--- config.mk ---
export PLATFORM = sky130hd
export DESIGN_NAME = lvmm_back
export DESIGN_NICKNAME = d
export VERILOG_FILES = /design/src/sv/lvmm_pkg.sv /design/src/sv/lvmm_back.sv
export SDC_FILE = /design/constraint.sdc
export NUM_CORES = 1
export LEC_CHECK = 0
export ABC_AREA = 1
export BUFFER_PORTS_ARGS = -buffer_cell sky130_fd_sc_hd__buf_4
export CORE_AREA = 2 2 230 232
export CTS_BUF_LIST = sky130_fd_sc_hd__clkbuf_4 sky130_fd_sc_hd__clkbuf_8 sky130_fd_sc_hd__clkbuf_16
export DETAILED_ROUTE_END_ITERATION = 16
export DIE_AREA = 0 0 232 234
export GPL_TIMING_DRIVEN = 0
export PLACE_DENSITY = 0.73
export REMOVE_ABC_BUFFERS = 1
export SETUP_SLACK_MARGIN = 0.05
export SLEW_MARGIN = 10
export SYNTH_ARGS = -nofsm -noshare
export SYNTH_HDL_FRONTEND = slang
export SYNTH_SLANG_ARGS = --single-unit
--- constraint.sdc ---
create_clock -name clk -period 10.2 [get_ports clk]
set_clock_uncertainty 0.1 [all_clocks]
set_input_delay 2.04 -clock clk [delete_from_list [all_inputs] [get_ports clk]]
set_output_delay 2.04 -clock clk [all_outputs]
set_load 0.01 [all_outputs]
--- src/sv/lvmm_pkg.sv ---
// Shared types, constants and float helper functions for the luminance statistics block.
`timescale 1ns / 1ps
`default_nettype none

package lvmm_pkg;

    // Reset values of the weight registers (float32 bits)
    localparam logic [31:0] RED_WEIGHT_RST   = 32'h3E8A3D71;
    localparam logic [31:0] GREEN_WEIGHT_RST = 32'h3F2B851F;
    localparam logic [31:0] BLUE_WEIGHT_RST  = 32'h3D75C28F;

    localparam logic [31:0] POS_INF_BITS    = 32'h7F800000;
    localparam logic [31:0] NEG_INF_BITS    = 32'hFF800000;
    localparam logic [31:0] MIN_NORMAL_BITS = 32'h00800000;
    localparam logic [24:0] CNT_FIELD_MAX   = 25'h1FFFFFF;

    // Configuration register indexes
    typedef enum logic [1:0] {
        REG_RED   = 2'd0,
        REG_GREEN = 2'd1,
        REG_BLUE  = 2'd2
    } reg_idx_t;

    typedef struct packed {
        logic [31:0] red_bits;
        logic [31:0] green_bits;
        logic [31:0] blue_bits;
        logic        last_pixel;
    } pixel_t;

    typedef struct packed {
        logic [31:0] luminance_bits;
        logic        lum_valid;
        logic [31:0] min_bits;
        logic [31:0] max_bits;
        logic [24:0] invalid_count;
        logic        image_done;
    } result_t;

    // Classified luminance word passed from front to back
    typedef struct packed {
        logic        valid;
        logic [31:0] lum;
        logic        lum_ok;
        logic        last;
    } lum_word_t;

    // Leading zero count of a 48-bit word (48 when zero)
    function automatic logic [5:0] lzc48(input logic [47:0] v);
        logic [5:0] n;
        logic       hit;
        n   = 6'd48;
        hit = 1'b0;
        for (int i = 47; i >= 0; i--) begin
            if (!hit && v[i]) begin
                n   = 6'(47 - i);
                hit = 1'b1;
            end
        end
        return n;
    endfunction

    // Round to nearest even and pack. n has its leading one at bit 47, be is the
    // biased exponent. Returns {overflow, exponent and fraction}.
    function automatic logic [31:0] rnd_pack(input logic [47:0] n,
                                             input logic signed [10:0] be);
        logic signed [10:0] shs;
        logic [47:0]        s;
        logic               stk;
        logic [7:0]         ef;
        logic               inc;
        logic [31:0]        pk;
        logic               ovf;
        shs = '0;
        stk = 1'b0;
        if (be > 11'sd0) begin
            s  = n;
            ef = be[7:0];
        end else begin
            // subnormal: shift right so the exponent field becomes zero
            shs = 11'sd1 - be;
            ef  = '0;
            if (shs > 11'sd47) begin
                s   = '0;
                stk = |n;
            end else begin
                s   = n >> shs[5:0];
                stk = |(n & ~({48{1'b1}} << shs[5:0]));
            end
        end
        inc = s[23] & (stk | (|s[22:0]) | s[24]);
        pk  = {1'b0, ef, s[46:24]} + {31'b0, inc};
        ovf = (be > 11'sd254) || (pk[30:0] >= 31'h7F800000);
        return {ovf, pk[30:0]};
    endfunction

endpackage

`default_nettype wire

--- src/sv/lvmm_back.sv ---
// Back end: luminance queue and running min, max and invalid count.
`timescale 1ns / 1ps
`default_nettype none

module lvmm_back #(
    parameter int          AW      = 4,
    parameter logic [24:0] CNT_CAP = 25'h1000000
) (
    input  wire logic                clk,
    input  wire logic                rst_n,
    input  wire lvmm_pkg::lum_word_t word,
    input  wire logic                pop,
    output logic                     empty,
    output lvmm_pkg::result_t        result,
    output logic [AW:0]              q_count
);
    import lvmm_pkg::*;

    localparam int DEPTH = 1 << AW;

    typedef struct packed {
        logic [31:0] lum;
        logic        lum_ok;
        logic        last;
    } entry_t;

    entry_t      mem [DEPTH];
    logic [AW-1:0] wr_ptr_reg, rd_ptr_reg;
    logic [AW:0]   cnt_reg;
    logic [31:0]   min_reg, max_reg;
    logic [24:0]   bad_reg;
    entry_t        head_reg;

    entry_t        wr_entry;
    logic [AW-1:0] rd_ptr_next;
    logic          do_pop;
    logic [31:0]   min_next, max_next;
    logic [24:0]   bad_next;

    assign wr_entry    = '{lum: word.lum, lum_ok: word.lum_ok, last: word.last};
    assign empty       = (cnt_reg == '0);
    assign do_pop      = pop && !empty;
    assign rd_ptr_next = rd_ptr_reg + {{(AW-1){1'b0}}, do_pop};

    // Write incoming words; load the next head word, bypassing a same-slot write
    always_ff @(posedge clk)
    begin
        if (word.valid) begin
            mem[wr_ptr_reg] <= wr_entry;
        end
        if (word.valid && (wr_ptr_reg == rd_ptr_next)) begin
            head_reg <= wr_entry;
        end else begin
            head_reg <= mem[rd_ptr_next];
        end
    end

    // Statistics including the head word
    always_comb
    begin
        min_next = min_reg;
        max_next = max_reg;
        bad_next = bad_reg;
        if (head_reg.lum_ok) begin
            if (head_reg.lum < min_reg) begin
                min_next = head_reg.lum;
            end
            if (max_reg == NEG_INF_BITS || head_reg.lum > max_reg) begin
                max_next = head_reg.lum;
            end
        end else if (bad_reg < CNT_CAP) begin
            bad_next = bad_reg + 25'd1;
        end
    end

    assign result.luminance_bits = head_reg.lum;
    assign result.lum_valid      = head_reg.lum_ok;
    assign result.min_bits       = min_next;
    assign result.max_bits       = max_next;
    assign result.invalid_count  = bad_next;
    assign result.image_done     = head_reg.last;
    assign q_count               = cnt_reg;

    // Advance pointers and commit or clear statistics
    always_ff @(posedge clk or negedge rst_n)
    begin
        if (!rst_n) begin
            wr_ptr_reg <= '0;
            rd_ptr_reg <= '0;
            cnt_reg    <= '0;
            min_reg    <= POS_INF_BITS;
            max_reg    <= NEG_INF_BITS;
            bad_reg    <= '0;
        end else begin
            if (word.valid) begin
                wr_ptr_reg <= wr_ptr_reg + 1'b1;
            end
            if (do_pop) begin
                rd_ptr_reg <= rd_ptr_next;
                if (head_reg.last) begin
                    min_reg <= POS_INF_BITS;
                    max_reg <= NEG_INF_BITS;
                    bad_reg <= '0;
                end else begin
                    min_reg <= min_next;
                    max_reg <= max_next;
                    bad_reg <= bad_next;
                end
            end
            cnt_reg <= cnt_reg + {{AW{1'b0}}, word.valid} - {{AW{1'b0}}, do_pop};
        end
    end

endmodule

`default_nettype wire

==> results.toml <==
[final_layout]
layout_commonest_cell = "edfxtp_1"
final_core_util_pct = 63.4
syn_to_final_growth_pct = 16.6
final_net_count = 2694
final_cell_mix = "edfxtp_1 (544), o21ai_0 (333), nor2_1 (289)"
layout-drive-gt1-share_pct = 14.3
largest_reg_flops = 544

[synthesis]
yosysSeqAreaShare_pct = 67.1
yosysWarnings = 0
syn_inst = 2452
yosys_most_used_dff = "edfxtp_1"
async_flop_share_pct = 15.7
ys_seq_elements = 650
netlist_area_sq_mm = 0.0283
avgSynthCellArea_sq_um = 11.5
yosysUniqueCellTypes = 45
synth_edf_count = 544

[drt]
firstDrtPassIters = 8
drt_iter0_drc = 2054
ant_nets = 0
drt-total-wl_mm = 74.9
wire_per_inst_um = 22.6
vias_per_cell = 6.10
num_vias = 20200
drc_errors = 0

[global_route]
grt_pass1_vias = 20100
track_usage_pct = 27.6
grt_antenna_before_repair = 3
grt_max_degree = 142
use_met1_pct = 35.3
grt_pass1_wl_mm = 113
overflow = 0
grt_util_met3_pct = 5.07
met2_usage_pct = 46.8
grt_busiest_layer = "met2"

[worst_setup_path]
crit_arrival_ns = 6.73
startpoint_type = "register"
endpoint_kind = "output port"
path_class = "reg2out"
cp.required_ns = 8.06
path_max_fanout = 141

[timing]
slew_headroom_pct = 17.4
max_freq_mhz = 113
setup_violations = 0
timing.final.crit_share_pct = 87.0
final-hold-violation-count = 0
min_period_ns = 8.87
slew_viol_final = 0
rsz0062_at_grt = "false"
worst_slew_pin_slew_ns = 1.24

[clock_tree]
cts_buffers = 67
cts_hold_buf = 0
cts_setup_buffers = 0
clkSinkCount = 650
htree_levels = 3
clk_pin_slew_ns = 0.06
cts_resized = 0
cts_tree = "yes"
clock_latency_ns = 0.61
root_buffer = "clkbuf_16"
clockBufferDepth = 3

[placement]
dpl.hpwl_mm = 45.0
globalplace.congestion = 0.905
portBuffers = 166

[floorplan]
rows = 84
ios = 167
core_region_area_sq_mm = 0.0520
dieArea_sq_mm = 0.0543
die_h_um = 234
initial_core_util_pct = 54.4
die_w_um = 232

[run_status]
status = "finished, final reports clean"

[job]
maxCapViolCount = 0

[power_and_ir_drop]
power_leakage_nw = 12.2
pwr_density_cell_mw_per_mm2 = 345
peakVddDrop_uv = 176
power.total_w = 0.0114

[worst_hold_path]
holdCritPathClass = "reg2reg"
metal layers:
metal  vias up  wire length [um]
li1       9111                 -
met1      9968             28900
met2       995             36800
met3       171              6980
met4         2              2270
met5         -                14
area by class of cell:
| class | instances | area [sq um] |
|---|---|---|
| Inverter | 178 | 684 |
| Tap cell | 688 | 861 |
| Multi-Input combinational cell | 1479 | 8150 |
| Clock buffer | 84 | 1800 |
| Sequential cell | 650 | 19000 |
| Antenna cell | 2 | 5.00 |
| Timing Repair Buffer | 203 | 2160 |
| Fill cell | 3764 | 19000 |
| Clock inverter | 34 | 320 |
through the flow:
| step | std cells | setup TNS (ns) | cell area (sq um) | hold WS [ns] | worst slack, ns |
|---|---|---|---|---|---|
| 4_1_cts | 3316 | 0 | 33000 | 0.412 | 1.37 |
| 3_3_place_gp | 3161 | -2147.58 | 29800 | 0.370 | -11.82 |
| 3_5_place_dp | 3198 | 0 | 30900 | 0.393 | 2.02 |
| 2_1_floorplan | 2307 | -365.78 | 27700 | 0.355 | -3.17 |
| 5_1_grt | 3318 | 0 | 33000 | 0.431 | 0.796 |
| 6_report | 3318 | 0 | 33000 | 0.410 | 1.33 |
synth_stat cells, types with 2 or more instances:
master / n / area share (%)
nor2_1: 306 / 4.1
nand4_1: 10 / 0.22
o22ai_1: 48 / 1.1
dfstp_2: 17 / 1.6
ha_1: 76 / 3.4
dfxtp_1: 4 / 0.28
clkbuf_1: 95 / 1.3
xor2_1: 29 / 0.90
nor3_1: 6 / 0.11
a21oi_1: 35 / 0.62
buf_1: 5 / 0.066
buf_2: 42 / 0.74
xnor2_1: 2 / 0.062
inv_2: 12 / 0.16
nor2_2: 2 / 0.044
a22o_1: 4 / 0.12
clkinv_1: 2 / 0.027
nand2_2: 2 / 0.044
inv_1: 164 / 2.2
o221ai_1: 92 / 2.8
nor4_1: 10 / 0.22
nand2_1: 278 / 3.7
o211ai_1: 40 / 1.1
edfxtp_1: 544 / 58
nor3_2: 4 / 0.14
buf_4: 2 / 0.053
dfrtp_1: 85 / 7.5
nand3_1: 133 / 2.4
o21ai_1: 32 / 0.57
and2_1: 24 / 0.53
o21ai_0: 333 / 5.9
worst paths after layout:
kind | to | slack (ns) | start | cells after the start
worst min-delay path | rd_ptr_reg[0] | 0.41 | rd_ptr_reg[0] | 2
min in group asynchronous | max_reg[2] | 1.43 | rst_n | 1
worst max-delay path | result[74] | 1.33 | register | 17
worst min register to register | rd_ptr_reg[0] | 0.41 | rd_ptr_reg[0] | 2
worst max register to register | min_reg[26] | 3.95 | register | 18
max in group asynchronous | wr_ptr_reg[2] | 7.85 | rst_n | 1
power by group:
group	switching [W]	internal [W]
Sequential	0.000199	0.00323
Clock	0.00101	0.00139
Combinational	0.00360	0.00195
Total	0.00481	0.00656
worst max-delay path, cell delays in order, from the launching register on:
cell and delay [ns]:
dfxtp_4 0.52, buf_16 0.30, inv_8 0.56, buf_16 0.50, o21ai_0 0.14, o221ai_1 0.25, o211ai_1 0.16, nand2_1 0.32
ha_1 0.31, a21oi_1 0.15, nor2_1 0.05, a2111oi_0 0.38, nand2_1 0.09, nand2_1 0.91, nand2_2 0.75, nand2_1 0.23
and2_1 0.19, buf_4 0.13
logic make-up (layout without fill, tap and decap cells):
kind of cell               count (synthesis)  count (layout)  share of synthesized area (%)
buffers and inverters                    323             499                           4.52
adders and majority gates                 77              77                           3.43
other                                      0               2                              0
xor gates and xnor gates                  31              31                          0.960
DFF                                      650             650                           67.1
and+or+nand+nor                          780             780                           11.6
AOI/OAI and AO/OA                        591             591                           12.4
Note: power is estimated with default switching activity, not from simulation.
